[config.mk]
export PLATFORM = sky130hd
export DESIGN_NAME = gtg_mul
export DESIGN_NICKNAME = d
export VERILOG_FILES = /design/src/rtl/gtg_pkg.sv /design/src/rtl/gtg_mul.sv
export SDC_FILE = /design/constraint.sdc
export NUM_CORES = 2
export LEC_CHECK = 0
export ABC_CLOCK_PERIOD_IN_PS = 13100
export BUFFER_PORTS_ARGS = -buffer_cell sky130_fd_sc_hd__buf_4
export CELL_PAD_IN_SITES_DETAIL_PLACEMENT = 1
export CELL_PAD_IN_SITES_GLOBAL_PLACEMENT = 2
export CORE_ASPECT_RATIO = 0.6
export CORE_MARGIN = 8
export CORE_UTILIZATION = 38
export CTS_BUF_LIST = sky130_fd_sc_hd__clkbuf_8
export DETAILED_ROUTE_END_ITERATION = 12
export PLACE_DENSITY = 0.73
export SLEW_MARGIN = 15
export SYNTH_ARGS = -nofsm -noshare
export SYNTH_HDL_FRONTEND = slang
export SYNTH_SLANG_ARGS = --single-unit
[constraint.sdc]
create_clock -name clock -period 13.1 [get_ports clock]
set_clock_uncertainty 0.15 [all_clocks]
set_input_delay 2.62 -clock clock [delete_from_list [all_inputs] [get_ports clock]]
set_output_delay 2.62 -clock clock [all_outputs]
set_load 0.05 [all_outputs]
[src/rtl/gtg_pkg.sv]
// ----------------------------------------------------------------------------
// gtg_pkg
// Shared types, widths, constants and the arctangent table for the
// go-to-goal proportional controller.
// ----------------------------------------------------------------------------
`timescale 1ns / 1ps
`default_nettype none

package gtg_pkg;

   // field widths
   localparam int POS_W      = 16;
   localparam int LIN_W      = 24;
   localparam int ANGV_W     = 24;
   localparam int CSR_IDX_W  = 3;

   // internal widths
   localparam int DX_W       = POS_W + 1;        // goal minus pose, Q9.8
   localparam int CX_W       = 28;               // cordic x/y, Q9.16 with growth
   localparam int Z_W        = 36;               // cordic angle, Q.32 radians
   localparam int MA_W       = 33;               // multiplier operand a
   localparam int MB_W       = CX_W;             // multiplier operand b
   localparam int PROD_W     = MA_W + MB_W;
   localparam int DIST_W     = 17;               // distance, unsigned Q9.8
   localparam int ANG_W      = Z_W - 20;         // angle to goal, Q4.12
   localparam int DIFF_W     = ANG_W + 1;        // heading error, Q5.12
   localparam int ATAN_IDX_W = 5;

   // cordic iteration count
   localparam int CORDIC_ITERATIONS_DEFAULT = 16;

   // fixed-point constants
   localparam logic signed [Z_W-1:0] Q32_PI       = 36'sd13493037705;
   localparam logic        [31:0]    Q32_INV_GAIN = 32'd2608131496;
   localparam int                    LIN_MAX      = 16777215;
   localparam int                    ANG_MAX      = 8388607;
   localparam int                    ANG_MIN      = -8388608;

   // register indexes
   localparam logic [CSR_IDX_W-1:0] REG_GOAL_X          = 3'd0;
   localparam logic [CSR_IDX_W-1:0] REG_GOAL_Y          = 3'd1;
   localparam logic [CSR_IDX_W-1:0] REG_REACH_TOLERANCE = 3'd2;
   localparam logic [CSR_IDX_W-1:0] REG_LINEAR_GAIN     = 3'd3;
   localparam logic [CSR_IDX_W-1:0] REG_ANGULAR_GAIN    = 3'd4;

   // register reset values
   localparam logic [POS_W-1:0] TOLERANCE_RESET    = 16'd384;
   localparam logic [POS_W-1:0] LINEAR_GAIN_RESET  = 16'd384;
   localparam logic [POS_W-1:0] ANGULAR_GAIN_RESET = 16'd1536;

   // payload words
   typedef struct packed {
      logic signed [POS_W-1:0] pose_x;
      logic signed [POS_W-1:0] pose_y;
      logic signed [POS_W-1:0] heading;
   } req_type;

   typedef struct packed {
      logic                     command_valid;
      logic                     goal_reached;
      logic        [LIN_W-1:0]  fwd_speed;
      logic signed [ANGV_W-1:0] turn_rate;
   } rsp_type;

   // cordic control and status
   typedef struct packed {
      logic                   load;
      logic signed [CX_W-1:0] x0;
      logic signed [CX_W-1:0] y0;
      logic signed [Z_W-1:0]  z0;
   } cordic_ctrl_type;

   typedef struct packed {
      logic                   busy;
      logic signed [CX_W-1:0] x;
      logic signed [Z_W-1:0]  z;
   } cordic_status_type;

   // atan(2^-i) in Q.32, series truncated term by term
   function automatic logic signed [Z_W-1:0] atan_lookup(input logic [ATAN_IDX_W-1:0] idx);
      logic signed [Z_W-1:0] val;
      unique case (idx)
         5'd0:    val = 36'sd3373259426;
         5'd1:    val = 36'sd1991351316;
         5'd2:    val = 36'sd1052175345;
         5'd3:    val = 36'sd534100635;
         5'd4:    val = 36'sd268086748;
         5'd5:    val = 36'sd134174063;
         5'd6:    val = 36'sd67103403;
         5'd7:    val = 36'sd33553750;
         5'd8:    val = 36'sd16777131;
         5'd9:    val = 36'sd8388598;
         5'd10:   val = 36'sd4194303;
         5'd11:   val = 36'sd2097152;
         5'd12:   val = 36'sd1048576;
         5'd13:   val = 36'sd524288;
         5'd14:   val = 36'sd262144;
         5'd15:   val = 36'sd131072;
         5'd16:   val = 36'sd65536;
         5'd17:   val = 36'sd32768;
         5'd18:   val = 36'sd16384;
         5'd19:   val = 36'sd8192;
         5'd20:   val = 36'sd4096;
         5'd21:   val = 36'sd2048;
         5'd22:   val = 36'sd1024;
         5'd23:   val = 36'sd512;
         default: val = '0;
      endcase
      return val;
   endfunction

endpackage

`default_nettype wire

[src/rtl/gtg_mul.sv]
// ----------------------------------------------------------------------------
// gtg_mul
// Shared signed multiplier with a registered product, used for gain
// removal and both velocity gains.
// ----------------------------------------------------------------------------
`timescale 1ns / 1ps
`default_nettype none

module gtg_mul (
   input  wire                                  clock,
   input  wire logic signed [gtg_pkg::MA_W-1:0]   mul_a,
   input  wire logic signed [gtg_pkg::MB_W-1:0]   mul_b,
   output logic signed [gtg_pkg::PROD_W-1:0]      prod
);
   import gtg_pkg::*;

   logic signed [PROD_W-1:0] prod_ff, prod_in;

   // full-width product
   always_comb begin
      prod_in = mul_a * mul_b;
   end

   always_ff @(posedge clock) begin
      prod_ff <= prod_in;
   end

   assign prod = prod_ff;

endmodule

`default_nettype wire

==> flow_summary.toml <==
[synth]
syn_inst = 3628
async_flop_share = 0
syn-num-nets = 4838
avgSynthCellArea_um2 = 9.40
synth-edff-count = 0
ys_seq_elements = 61
seq_area_frac_synth = 0.0358
yosys_most_used_dff = "dfxtp_1"
yosysUniqueCellTypes = 59
yosysWarningCount = 0
synth_area_um2 = 34100

[floorplanning]
initial_core_util = 0.382
dieArea_um2 = 99900
fp.coreArea_um2 = 89300
die_y_um = 248
num_rows = 85
ioPinCount = 123
die_w_um = 403

[route]
wl_met2_um = 37500
dr_wl_met3_um = 12700
ant_nets = 0
met1_length_um = 61000
drc = 0
highest_layer = "met4"
firstDrtPassIters = 5
drt-total-wl_um = 112000
vias = 23400
via_per_inst = 4.92
wl_per_cell_um = 23.6
drt_iter0_drc = 1689

[grt]
grt_pass1_wl_um = 175000
grt_antenna_before_repair = 6
grt_pass1_vias = 26100
overflow = 0
grtUsageTotal = 0.235
grt_max_degree = 34

[cts]
holdBufCountCts = 0
htreeDepth = 3
ctsLongestPathBuffers = 2
postCtsResizedCells = 0
cts_made_buffers = 9
post_cts.repair.setup_buffers = 0
cts_root_buf = "clkbuf_8"
clock-sinks = 61
cts_tree = "built"
clkTransAtPathRegs_ns = 0.10

[setup_path]
arrival_ns = 10.53
cpMostUsedCell = "fa_1"
endpoint_kind = "flop"
critPathRequiredTime_ns = 13.22
path_class = "input pin to flop"
cp_max_fo = 33
slowest_stage = "fa_1"
cp_cell_sequence = "buf_4 > nand2_1 > fa_1 > inv_1 > fa_1 > fa_1 > inv_1 > fa_1 > inv_1 > fa_1 > fa_1 > inv_1 > fa_1 > inv_1 > ha_1 > ha_1 > nand4_1 > nor4_1 > nand4_1 > a211oi_1 > a21o_1 > o221ai_1 > xnor2_1"
crit_path_start_kind = "input pin"
critical_path.max_stage_delay_ns = 0.80

[final_layout]
final_area_um2 = 36000
largest_reg_flops = 61
drive_gt1_frac = 0.0440
syn_to_final_growth_pct = 5.44
fin_nets = 4774
n_fill_cell = 10200

[worst_hold_path]
hold_class = "input pin to flop"
hold_depth = 2

[timing]
timing.fmax_ghz = 0.0961
hold_ws_ns = 2.52
maxSlewHeadroom = 0.428
fin_crit_ns = 10.41
finalHoldViolations = 0
drv_slew = 0
rsz0062_at_grt = "false"
tightestPinTransition_ns = 0.856
layout_setup_ws_ns = 2.69
post-route-period-util = 0.794
setup_tns_ns = 0
setup_viol = 0

[place]
port_buffers = 122
dp_hpwl_um = 92300
gp_congestion = 0.857
dp_slack_ns = 2.19
place_area_um2 = 35800

[flow_run]
maxCapViolCount = 0

[status]
status = "finished, final reports clean"
## worst paths after layout
kind                   end      from
setup / recovery  prod[60]  mul_b[4]
hold / removal     prod[0]  mul_b[0]
## cell type report
| type | count | area (µm²) | share of cell area |
|---|---|---|---|
| Clock inverter | 7 | 67.6 | 0.00188 |
| Timing Repair Buffer | 123 | 923 | 0.0257 |
| Tap cell | 1174 | 1470 | 0.0408 |
| Inverter | 922 | 3460 | 0.0962 |
| Clock buffer | 9 | 124 | 0.00344 |
| Antenna cell | 6 | 15.0 | 0.000417 |
| Multi-Input combinational cell | 2447 | 28700 | 0.798 |
| Sequential cell | 61 | 1220 | 0.0340 |
## per-layer routing
metal | vias up | global-route usage
met5 | - | 0
met4 | 0 | 0.0300
met3 | 52 | 0.0865
met2 | 715 | 0.276
met1 | 12400 | 0.396
li1 | 10200 | -
## placed cells by master (no fill, tap or decap), types with 18 or more instances in the layout
| master | n |
|---|---|
| xor2_1 | 26 |
| a21oi_1 | 53 |
| ha_1 | 195 |
| buf_4 | 123 |
| a21o_1 | 36 |
| nor2_1 | 42 |
| nand2b_1 | 18 |
| and2_1 | 476 |
| inv_1 | 924 |
| xnor2_1 | 40 |
| dfxtp_1 | 61 |
| nand2_1 | 451 |
| o21ai_0 | 33 |
| fa_1 | 953 |
## synth_stat cells, types with 2 or more instances
| cell type | instances | area, µm² |
|---|---|---|
| a2111oi_2 | 2 | 30.0 |
| a211oi_1 | 5 | 37.5 |
| a21boi_0 | 2 | 15.0 |
| a21o_1 | 36 | 270 |
| a21oi_1 | 53 | 265 |
| a21oi_2 | 2 | 17.5 |
| a221o_1 | 2 | 20.0 |
| a31o_2 | 3 | 26.3 |
| a31oi_1 | 7 | 43.8 |
| and2_1 | 476 | 2980 |
| and3_1 | 5 | 31.3 |
| and4_1 | 2 | 17.5 |
| clkbuf_1 | 198 | 743 |
| dfxtp_1 | 61 | 1220 |
| fa_1 | 953 | 19100 |
| ha_1 | 195 | 2440 |
| inv_1 | 922 | 3460 |
| nand2_1 | 451 | 1690 |
| nand2b_1 | 18 | 113 |
| nand3_1 | 9 | 45.0 |
| nand4_1 | 11 | 68.8 |
| nor2_1 | 42 | 158 |
| nor2b_1 | 8 | 50.1 |
| nor3_1 | 7 | 35.0 |
| nor4_1 | 3 | 18.8 |
| o211a_1 | 2 | 20.0 |
| o211ai_1 | 6 | 45.0 |
| o21a_1 | 5 | 37.5 |
| o21ai_0 | 33 | 165 |
| o21ai_1 | 2 | 10.0 |
| o21ai_2 | 4 | 35.0 |
| o21bai_1 | 3 | 22.5 |
| o221ai_1 | 2 | 17.5 |
| o31a_1 | 4 | 35.0 |
| or2_2 | 2 | 12.5 |
| or3_1 | 5 | 31.3 |
| xnor2_1 | 40 | 350 |
| xor2_1 | 26 | 228 |
## cells by family (layout without fill, tap and decap cells)
kind of cell / count (synthesis) / in the layout / share of synthesized area
compound gates: 187 / 187 / 0.0375
fa+ha+maj: 1148 / 1148 / 0.631
xor+xnor: 66 / 66 / 0.0169
simple gates: 1045 / 1045 / 0.155
buf+inv: 1120 / 1061 / 0.123
mux: 1 / 1 / 0.000293
other cells: 0 / 6 / 0
flops: 61 / 61 / 0.0358
## stage by stage
step / utilization / cells
3_3_place_gp: 0.400 / 4727
4_1_cts: 0.402 / 4743
6_report: 0.403 / 4749
5_1_grt: 0.402 / 4744
2_1_floorplan: - / 3628
3_5_place_dp: 0.400 / 4727
## worst max-delay path: cells and delay by family
kind	cells	cell delay, ns
AND/OR/NAND/NOR	4	1.05
adder cells (fa/ha/maj)	9	4.61
XOR/XNOR	1	0.17
AO/OA/AOI/OAI	3	0.73
buffers and inverters	6	1.30
Power is not shown: default switching activity piles up to over one toggle a cycle in this logic, so the estimate is an artifact.
