### src/rtl/gtg_pkg.sv
// ----------------------------------------------------------------------------
// gtg_pkg
// Shared types, widths, constants and the arctangent table for the
// go-to-goal proportional controller.
// ----------------------------------------------------------------------------
`timescale 1ns / 1ps
`default_nettype none

package gtg_pkg;

   // field widths
   localparam int POS_W      = 16;
   localparam int LIN_W      = 24;
   localparam int ANGV_W     = 24;
   localparam int CSR_IDX_W  = 3;

   // internal widths
   localparam int DX_W       = POS_W + 1;        // goal minus pose, Q9.8
   localparam int CX_W       = 28;               // cordic x/y, Q9.16 with growth
   localparam int Z_W        = 36;               // cordic angle, Q.32 radians
   localparam int MA_W       = 33;               // multiplier operand a
   localparam int MB_W       = CX_W;             // multiplier operand b
   localparam int PROD_W     = MA_W + MB_W;
   localparam int DIST_W     = 17;               // distance, unsigned Q9.8
   localparam int ANG_W      = Z_W - 20;         // angle to goal, Q4.12
   localparam int DIFF_W     = ANG_W + 1;        // heading error, Q5.12
   localparam int ATAN_IDX_W = 5;

   // cordic iteration count
   localparam int CORDIC_ITERATIONS_DEFAULT = 16;

   // fixed-point constants
   localparam logic signed [Z_W-1:0] Q32_PI       = 36'sd13493037705;
   localparam logic        [31:0]    Q32_INV_GAIN = 32'd2608131496;
   localparam int                    LIN_MAX      = 16777215;
   localparam int                    ANG_MAX      = 8388607;
   localparam int                    ANG_MIN      = -8388608;

   // register indexes
   localparam logic [CSR_IDX_W-1:0] REG_GOAL_X          = 3'd0;
   localparam logic [CSR_IDX_W-1:0] REG_GOAL_Y          = 3'd1;
   localparam logic [CSR_IDX_W-1:0] REG_REACH_TOLERANCE = 3'd2;
   localparam logic [CSR_IDX_W-1:0] REG_LINEAR_GAIN     = 3'd3;
   localparam logic [CSR_IDX_W-1:0] REG_ANGULAR_GAIN    = 3'd4;

   // register reset values
   localparam logic [POS_W-1:0] TOLERANCE_RESET    = 16'd384;
   localparam logic [POS_W-1:0] LINEAR_GAIN_RESET  = 16'd384;
   localparam logic [POS_W-1:0] ANGULAR_GAIN_RESET = 16'd1536;

   // payload words
   typedef struct packed {
      logic signed [POS_W-1:0] pose_x;
      logic signed [POS_W-1:0] pose_y;
      logic signed [POS_W-1:0] heading;
   } req_type;

   typedef struct packed {
      logic                     command_valid;
      logic                     goal_reached;
      logic        [LIN_W-1:0]  fwd_speed;
      logic signed [ANGV_W-1:0] turn_rate;
   } rsp_type;

   // cordic control and status
   typedef struct packed {
      logic                   load;
      logic signed [CX_W-1:0] x0;
      logic signed [CX_W-1:0] y0;
      logic signed [Z_W-1:0]  z0;
   } cordic_ctrl_type;

   typedef struct packed {
      logic                   busy;
      logic signed [CX_W-1:0] x;
      logic signed [Z_W-1:0]  z;
   } cordic_status_type;

   // atan(2^-i) in Q.32, series truncated term by term
   function automatic logic signed [Z_W-1:0] atan_lookup(input logic [ATAN_IDX_W-1:0] idx);
      logic signed [Z_W-1:0] val;
      unique case (idx)
         5'd0:    val = 36'sd3373259426;
         5'd1:    val = 36'sd1991351316;
         5'd2:    val = 36'sd1052175345;
         5'd3:    val = 36'sd534100635;
         5'd4:    val = 36'sd268086748;
         5'd5:    val = 36'sd134174063;
         5'd6:    val = 36'sd67103403;
         5'd7:    val = 36'sd33553750;
         5'd8:    val = 36'sd16777131;
         5'd9:    val = 36'sd8388598;
         5'd10:   val = 36'sd4194303;
         5'd11:   val = 36'sd2097152;
         5'd12:   val = 36'sd1048576;
         5'd13:   val = 36'sd524288;
         5'd14:   val = 36'sd262144;
         5'd15:   val = 36'sd131072;
         5'd16:   val = 36'sd65536;
         5'd17:   val = 36'sd32768;
         5'd18:   val = 36'sd16384;
         5'd19:   val = 36'sd8192;
         5'd20:   val = 36'sd4096;
         5'd21:   val = 36'sd2048;
         5'd22:   val = 36'sd1024;
         5'd23:   val = 36'sd512;
         default: val = '0;
      endcase
      return val;
   endfunction

endpackage

`default_nettype wire

### src/rtl/gtg_cordic.sv
// ----------------------------------------------------------------------------
// gtg_cordic
// Iterative vectoring cordic: one micro-rotation per cycle through a shared
// barrel shifter and add/subtract, giving vector length (times gain) and angle.
// ----------------------------------------------------------------------------
`timescale 1ns / 1ps
`default_nettype none

module gtg_cordic #(
   parameter int ITERATIONS = gtg_pkg::CORDIC_ITERATIONS_DEFAULT
) (
   input  wire                        clock,
   input  wire                        reset,
   input  gtg_pkg::cordic_ctrl_type   ctrl,
   output gtg_pkg::cordic_status_type status
);
   import gtg_pkg::*;

   localparam int                ITER_W    = $clog2(ITERATIONS);
   localparam logic [ITER_W-1:0] LAST_ITER = ITER_W'(ITERATIONS - 1);

   logic signed [CX_W-1:0] x_ff, x_in, y_ff, y_in;
   logic signed [Z_W-1:0]  z_ff, z_in;
   logic [ITER_W-1:0]      iter_ff, iter_in;
   logic                   busy_ff, busy_in;

   logic signed [CX_W-1:0] xs, ys;
   logic signed [Z_W-1:0]  atan_val;

   // shifted operands and table angle for this iteration
   always_comb begin
      xs       = x_ff >>> iter_ff;
      ys       = y_ff >>> iter_ff;
      atan_val = atan_lookup(ATAN_IDX_W'(iter_ff));
   end

   // micro-rotation towards the x axis
   always_comb begin
      x_in    = x_ff;
      y_in    = y_ff;
      z_in    = z_ff;
      iter_in = iter_ff;
      busy_in = busy_ff;
      if (ctrl.load) begin
         x_in    = ctrl.x0;
         y_in    = ctrl.y0;
         z_in    = ctrl.z0;
         iter_in = '0;
         busy_in = 1'b1;
      end else if (busy_ff) begin
         if (y_ff[CX_W-1]) begin
            x_in = x_ff - ys;
            y_in = y_ff + xs;
            z_in = z_ff - atan_val;
         end else begin
            x_in = x_ff + ys;
            y_in = y_ff - xs;
            z_in = z_ff + atan_val;
         end
         iter_in = iter_ff + 1'b1;
         if (iter_ff == LAST_ITER) begin
            busy_in = 1'b0;
            iter_in = '0;
         end
      end
   end

   // control state
   always_ff @(posedge clock) begin
      if (reset) begin
         busy_ff <= 1'b0;
         iter_ff <= '0;
      end else begin
         busy_ff <= busy_in;
         iter_ff <= iter_in;
      end
   end

   // datapath registers
   always_ff @(posedge clock) begin
      x_ff <= x_in;
      y_ff <= y_in;
      z_ff <= z_in;
   end

   assign status.busy = busy_ff;
   assign status.x    = x_ff;
   assign status.z    = z_ff;

endmodule

`default_nettype wire

### config.mk
export PLATFORM = sky130hd
export DESIGN_NAME = gtg_cordic
export DESIGN_NICKNAME = d
export VERILOG_FILES = /design/src/rtl/gtg_pkg.sv /design/src/rtl/gtg_cordic.sv
export SDC_FILE = /design/constraint.sdc
export NUM_CORES = 1
export LEC_CHECK = 0
export BUFFER_PORTS_ARGS = -buffer_cell sky130_fd_sc_hd__buf_2
export CAP_MARGIN = 20
export CORE_MARGIN = 1
export CORE_UTILIZATION = 35
export CTS_CLUSTER_SIZE = 14
export DETAILED_ROUTE_END_ITERATION = 8
export SYNTH_ARGS = -nofsm -noshare
export SYNTH_HDL_FRONTEND = slang
export SYNTH_SLANG_ARGS = --single-unit
### constraint.sdc
create_clock -name clock -period 5.5 [get_ports clock]
set_clock_uncertainty 0.1 [all_clocks]
set_input_delay 0 -clock clock [delete_from_list [all_inputs] [get_ports clock]]
set_output_delay 0 -clock clock [all_outputs]
set_load 0.01 [all_outputs]
==> results of run 1 <==
-- layer usage --
metal  vias to the layer above  wire length, um
met2                       419            22200
met3                        85             2310
met5                         -                0
li1                       6796                -
met1                      6493            19000
met4                         0             1360
-- flip-flops by register name (all words and copies together) (netlist names) --
signal	count
atan_val	31
y_ff	28
busy_ff	1
x_ff	28
iter_ff	4
z_ff	36
-- final cells by class --
cell class,count,area share
Sequential cell,128,0.196
Clock buffer,22,0.0309
Tap cell,525,0.0369
Multi-Input combinational cell,1416,0.578
Inverter,51,0.0110
Antenna cell,3,0.000422
Clock inverter,9,0.00443
Timing Repair Buffer,355,0.142
-- what timing repair did --
item / CTS / global route
pin swaps: 0 / 16
setup endpoints to repair: 1 / 18
resized for setup: 2 / 45
hold buffers: 93 / 0
buffers inserted: 0 / 18
endpoints found under the hold margin: 97 / 0
-- worst max-delay path, delay by kind of cell (launching register included) --
kind | cells | cell delay [ns]
and+or+nand+nor | 1 | 0.12
muxes | 3 | 1.16
adders and majority gates | 1 | 0.35
buffers and inverters | 3 | 0.51
xor gates and xnor gates | 2 | 0.38
DFF | 1 | 0.42
AOI/OAI and AO/OA | 10 | 1.96
-- metrics by stage --
step / util / hold slack, ns
after detailed placement: 0.399 / 0.125
final: 0.446 / 0.00817
after global placement: 0.399 / 0.109
after global routing: 0.446 / 0.0673
after floorplan: - / -0.0276
after CTS: 0.438 / 0.0253
-- cells in the final DEF (no fill, tap or decap), drive strengths merged, types with 32 or more instances in the layout --
cell type / synthesis / final
nand2: 218 / 218
dfxtp: 36 / 36
xnor2: 100 / 100
inv: 50 / 54
a21o: 32 / 32
mux4: 50 / 50
buf: 35 / 262
mux2i: 52 / 52
dlygate4sd3: 0 / 93
ha: 106 / 106
o21ai: 154 / 154
xor2: 48 / 48
edfxtp: 92 / 92
a21oi: 141 / 141
nor2: 139 / 139
-- worst min-delay path by stage --
stage / from / endpoint / slack (ns)
final: ctrl[92] / z_ff[19] / 0.008
after global routing: ctrl[92] / z_ff[19] / 0.07
after CTS: ctrl[92] / busy_ff / 0.03
after detailed placement: reset / busy_ff / 0.13
after global placement: reset / busy_ff / 0.11
after floorplan: reset / busy_ff / -0.03
-- where the power goes --
part / internal [mW] / switching (mW) / leakage, nW
sequential: 1.65 / 0.540 / 1.23
combinational: 4.56 / 5.57 / 5.82
clock: 0.720 / 0.515 / 0.312
-- logic make-up after synthesis --
kind of cell / Yosys count / synth area share
and+or+nand+nor: 537 / 0.174
xor gates and xnor gates: 148 / 0.0913
buffers and inverters: 139 / 0.0415
muxes: 129 / 0.140
AOI/OAI and AO/OA: 493 / 0.210
adders and majority gates: 109 / 0.0976
DFF: 128 / 0.245
==> metrics.md, run 1 <==
| Metric | Value |
|---|---|
| Critical Path AT | 5.36 ns |
| Worst slew pin tran | 0.893 ns |
| CP Capture Type | flop |
| CTS max path bufs | 2 |
| Design area | 17800 um2 |
| PnR Total Power | 13.5 mW |
| Routed len/inst | 17.9 um |
| Crit share post-route | 0.954 |
| Yosys warns | 0 |
| Initial DRC Count | 1147 |
| Max incr delay on CP | 0.57 ns |
| Initial antenna violation count | 3 |
| Avg Inst Size Synth | 8.44 um2 |
| Vias | 13800 |
| PwrDens | 761 nW/um2 |
| Area share of the largest cell type after synthesis | 0.194 |
| Post-synth top cells | nand2_1 (218), o21ai_0 (152), a21oi_1 (141), nor2_1 (139), ha_1 (106) |
| Synthesis-to-finish area growth | 25.4% |
| Critical Path Sink | x_ff[27] |
| Drt total wl | 44900 um |
| # fillers | 3915 |
| Largest net degree at the start of global routing | 98 |
| GRT Total Usage | 0.215 |
| Count leader, synth | nand2_1 |
| Rel. slew slack | 0.405 |
| MaxCap Viol Count | 0 |
| CTS tree | done |
| HP Class | input port to flop |
| Global-route met3 utilization | 0.0363 |
| Pins Over Slew Limit | 0 |
| CP required | 5.61 ns |
| Grt met1 use | 0.259 |
| Reg2reg setup slack | 0.25 ns |
| Fin cells | 2509 |
| Total grt overflow | 0 |
| Nets@finish | 2173 |
| Worst R2R Path Depth | 20 |
| Slowest cell on the critical path | mux4_1 |
| Die footprint | 41400 um2 |
| I/O Pins | 160 |
| Top cell by count, worst path | buf_4 |
| IO Port Bufs | 159 |
| Flops & latches, synth | 128 |
| Area contributors post-synth | edfxtp_1 (19%), ha_1 (9.3%), mux4_2 (6.3%) |
| Final HPWL DP | 33600 um |
| Die X | 203 um |
| Worst R2R Start | iter_ff[1] |
| Post-synth net total | 1887 |
| Placed Cells | 2364 |
| Root buf cell | clkbuf_16 |
| Met2 usage | 0.377 |
| Count of final setup violators | 0 |
| CP Launch Point | iter_ff[1] |
| Remaining antenna violation count | 0 |
| Total CTS buffers | 17 |
| Crit Path Class | flop to flop |
| Core area | 39900 um2 |
| Setup TNS | 0 ns |
| Clock Latency Late Sink | 0.46 ns |
| Final Hold Viols | 0 |
| Final critical-path required period | 5.25 ns |
| Yosys cell types | 79 |
| Row cnt | 73 |
| Chip height | 203 um |
| Min-Delay Path Depth | 2 |
| Critical path launch point type | flop |
| Leakage Power | 7.36 nW |
| Seq. cell area | 3490 um2 |
| Pre-CTS WS | -0.00411 ns |
| Initial Util | 0.356 |
| H-tree levels | 4 |
| Outcome | completed |
| Post-synthesis sequential area ratio | 0.245 |
| Vias in the first global route | 13500 |
| Worst setup margin | 0.252 ns |
| Clock transition at path regs | 0.07 ns |
| Synth Cell Area | 14200 um2 |
| Routability Congestion | 0.925 |
| Clock sink total | 128 |
| Remaining DRCs | 0 |
| Area occupied by multi-input gates | 10300 um2 |
| Router iterations before antenna repair | 5 |
| DP Area | 15900 um2 |
| Post-synthesis async set-or-reset flop share | 0 |
| Area leader, netlist | edfxtp_1 |
| Most common flop cell mapped by yosys | edfxtp_1 |
| Max IR drop VDD | 0.000327 V |
| Share of cells above drive strength 1 | 0.208 |
| Cells after Synth | 1683 |
| CP max FO | 8 |
| First-pass GRT wire length | 70500 um |
| RR Endpoint | x_ff[27] |
| Worst path cell trace | buf_4 -> mux4_1 -> mux2_2 -> a211o_1 -> a22oi_1 -> buf_4 -> a21oi_1 -> xnor2_1 -> ha_1 -> a21oi_1 -> o211ai_1 -> a31oi_2 -> o31ai_2 -> a221oi_1 -> buf_4 -> o2111ai_1 -> nand2_1 -> o21ai_0 -> xnor2_1 -> mux2_2 |
| EDFF count, synth | 92 |
| Max frequency | 191 MHz |
| Vias per inst | 5.50 |
| GR peak layer | met2 |
(Power assumes the default switching activity.)
==> run 2, diff against run 1 <==
RECOVER_POWER = 50   (was default)
SLEW_MARGIN = 20   (was default)
==> run 2 against run 1 <==
Net effect: the run now ends with negative hold slack left; largest power group unchanged; via count grew 0.46%; non-clock buffer count is the same; largest cell class unchanged; worst hold slack lost 0.0085 ns; final cell count is the same.
==> metrics.md, run 2 (synthesis results as in run 1) <==
| Metric | Value |
|---|---|
| Vias | 13900 (was 13800) |
| MaxCap Viol Count | 0 (unchanged) |
| Row cnt | 73 (unchanged) |
| Vias in the first global route | 13500 (unchanged) |
| I/O Pins | 160 (unchanged) |
| H-tree levels | 4 (unchanged) |
| GRT Total Usage | 0.215 (unchanged) |
| Largest register FFs | 36 (unchanged) |
| Slowest cell on the critical path | mux4_1 (unchanged) |
| Chip height | 203 um (unchanged) |
| Design area | 17700 um2 (was 17800 um2) |
| # fillers | 3952 (was 3915) |
| Commonest non-fill, non-tap cell in the layout | nand2_1 (unchanged) |
| Crit Path Class | flop to flop (unchanged) |
| Crit share post-route | 0.957 (was 0.954) |
| Total grt overflow | 0 (unchanged) |
| HP Class | input port to flop (unchanged) |
| Most frequent cells in the layout | nand2_1 (218), o21ai_0 (151), a21oi_1 (138) (was nand2_1 (218), buf_2 (158), o21ai_0 (151)) |
| Violated checks | negative hold slack |
| Initial DRC Count | 1181 (was 1147) |
| Max frequency | 190 MHz (was 191 MHz) |
| Final core occ | 0.443 (was 0.446) |
| First-pass GRT wire length | 70500 um (unchanged) |
| Leakage Power | 7.16 nW (was 7.36 nW) |
| DP Area | 15900 um2 (unchanged) |
| Drt total wl | 44900 um (about the same) |
| Clock power share | 0.092 (was 0.091) |
| Die X | 203 um (unchanged) |
| Largest net degree at the start of global routing | 98 (unchanged) |
| Clock sink total | 128 (unchanged) |
| Switching pwr | 6.63 mW (was 6.62 mW) |
| Max incr delay on CP | 0.58 ns (was 0.57 ns) |
| PwrDens | 761 nW/um2 (about the same) |
| PnR Total Power | 13.5 mW (about the same) |
| Vias per inst | 5.52 (was 5.50) |
| Root buf cell | clkbuf_16 (unchanged) |
| CP Capture Type | flop (unchanged) |
| Remaining antenna violation count | 0 (unchanged) |
| Pins Over Slew Limit | 0 (unchanged) |
| Critical path launch point type | flop (unchanged) |
| Flop pwr share | 0.163 (was 0.161) |
| Final critical-path required period | 5.26 ns (was 5.25 ns) |
| Worst slew pin tran | 0.915 ns (was 0.893 ns) |
| CP max FO | 8 (unchanged) |
| Core area | 39900 um2 (unchanged) |
| Share of cells above drive strength 1 | 0.176 (was 0.208) |
| Synthesis-to-finish area growth | 24.5% (was 25.4%) |
| Clock transition at path regs | 0.07 ns (about the same) |
| Part of the power in combinational logic | 0.745 (was 0.748) |
| Count of final setup violators | 0 (unchanged) |
| Hold WS | -0.000332 ns (was 0.00817 ns) |
| CTS max path bufs | 2 (unchanged) |
| Final HPWL DP | 33600 um (unchanged) |
| Worst setup margin | 0.237 ns (was 0.252 ns) |
| Initial antenna violation count | 3 (unchanged) |
| Rel. slew slack | 0.390 (was 0.405) |
| Sw Ratio | 0.493 (was 0.489) |
| Total CTS buffers | 17 (unchanged) |
| Router iterations before antenna repair | 7 (was 5) |
| Die footprint | 41400 um2 (unchanged) |
| CP required | 5.61 ns (about the same) |
| Max IR drop VDD | 0.000327 V (about the same) |
| Initial Util | 0.356 (unchanged) |
| Outcome | finished, violations left (was completed) |
| CTS tree | done (unchanged) |
| Worst path cell trace | buf_4 -> mux4_1 -> mux2_2 -> a211o_1 -> a22oi_1 -> buf_4 -> a21oi_1 -> xnor2_1 -> ha_1 -> a21oi_1 -> o211ai_1 -> a31oi_2 -> o31ai_2 -> a221oi_1 -> buf_4 -> o2111ai_1 -> nand2_1 -> o21ai_0 -> xnor2_1 -> mux2_2 (unchanged) |
| Top cell by count, worst path | buf_4 (unchanged) |
| IO Port Bufs | 159 (unchanged) |
| Routability Congestion | 0.925 (unchanged) |
| Nets@finish | 2173 (unchanged) |
| Cell-internal power | 6.83 mW (was 6.92 mW) |
| Critical Path AT | 5.37 ns (was 5.36 ns) |
| Top reg by flops | z_ff (unchanged) |
| Routed len/inst | 17.9 um (about the same) |
| Remaining DRCs | 0 (unchanged) |
| Clock Latency Late Sink | 0.46 ns (about the same) |
| Final Hold Viols | 1 (was 0) |
| Pre-CTS WS | -0.00411 ns (unchanged) |
==> run 2: changes by cell type in the layout (fill, tap and decap cells not counted), sizes merged <==
cell / before / now
clkbuf: 22 / 87
buf: 262 / 197
==> run 2: final cells by class <==
cell class / count / area, um2 / area share
clock inverter: 9 / 78.8 / 0.00446
inverter: 51 / 195 / 0.0110
multi-input combinational: 1416 / 10300 / 0.582
timing repair buffer: 355 / 2420 / 0.137
sequential: 128 / 3490 / 0.198
clock buffer: 22 / 551 / 0.0311
antenna: 3 / 7.51 / 0.000424
tap: 525 / 657 / 0.0371
==> run 2: power groups by stage <==
stage | logic (mW) | registers (mW) | clock network [mW]
final | 10.0 | 2.19 | 1.24
after global routing | 11.2 | 2.22 | 1.30
after CTS | 9.79 | 2.18 | 1.27
after detailed placement | 9.65 | 2.19 | 0
after global placement | 9.48 | 2.19 | 0
after floorplan | 7.09 | 2.08 | 0
==> run 2: worst max-delay path: cells and delay by family (launching register included) <==
family	cells	cell delay [ns]
AO/OA/AOI/OAI	10	1.97
multiplexers	3	1.17
buffers and inverters	3	0.51
flip-flops	1	0.42
XOR/XNOR	2	0.38
adder cells (fa/ha/maj)	1	0.35
AND/OR/NAND/NOR	1	0.12
==> run 2: timing repair <==
| item | 4_1_cts | 5_1_grt |
|---|---|---|
| gates resized for setup | 2 | 45 |
| endpoints found under the hold margin | 97 | 0 |
| setup endpoints to repair | 1 | 18 |
| pin swaps | 0 | 16 |
| hold buffers | 93 | 0 |
| setup buffers | 0 | 18 |
==> run 2: path summary, 6_finish.rpt <==
check              from  endpoint  slack, ns  depth (start not counted)
min reg2reg     busy_ff   busy_ff       0.55                          2
min            ctrl[92]  z_ff[19]    -0.0003                          2
max          iter_ff[1]  x_ff[27]       0.24                         20
max reg2reg  iter_ff[1]  x_ff[27]       0.24                         20
==> run 2: metrics by stage <==
stage / hold slack [ns] / TNS [ns] / instances
2_1_floorplan: -0.0276 / 0 / 1683
3_3_place_gp: 0.109 / 0 / 2364
3_5_place_dp: 0.125 / -0.00411 / 2364
4_1_cts: 0.0253 / 0 / 2488
5_1_grt: 0.0673 / -0.133 / 2509
6_report: -0.000332 / 0 / 2509
==> run 2: routing by layer <==
metal	wire length, um	up-vias	GRT usage
met2	22300	449	0.377
met3	2190	80	0.0363
met1	19100	6528	0.259
met4	1310	0	0.0865
met5	0	-	0
li1	-	6799	-
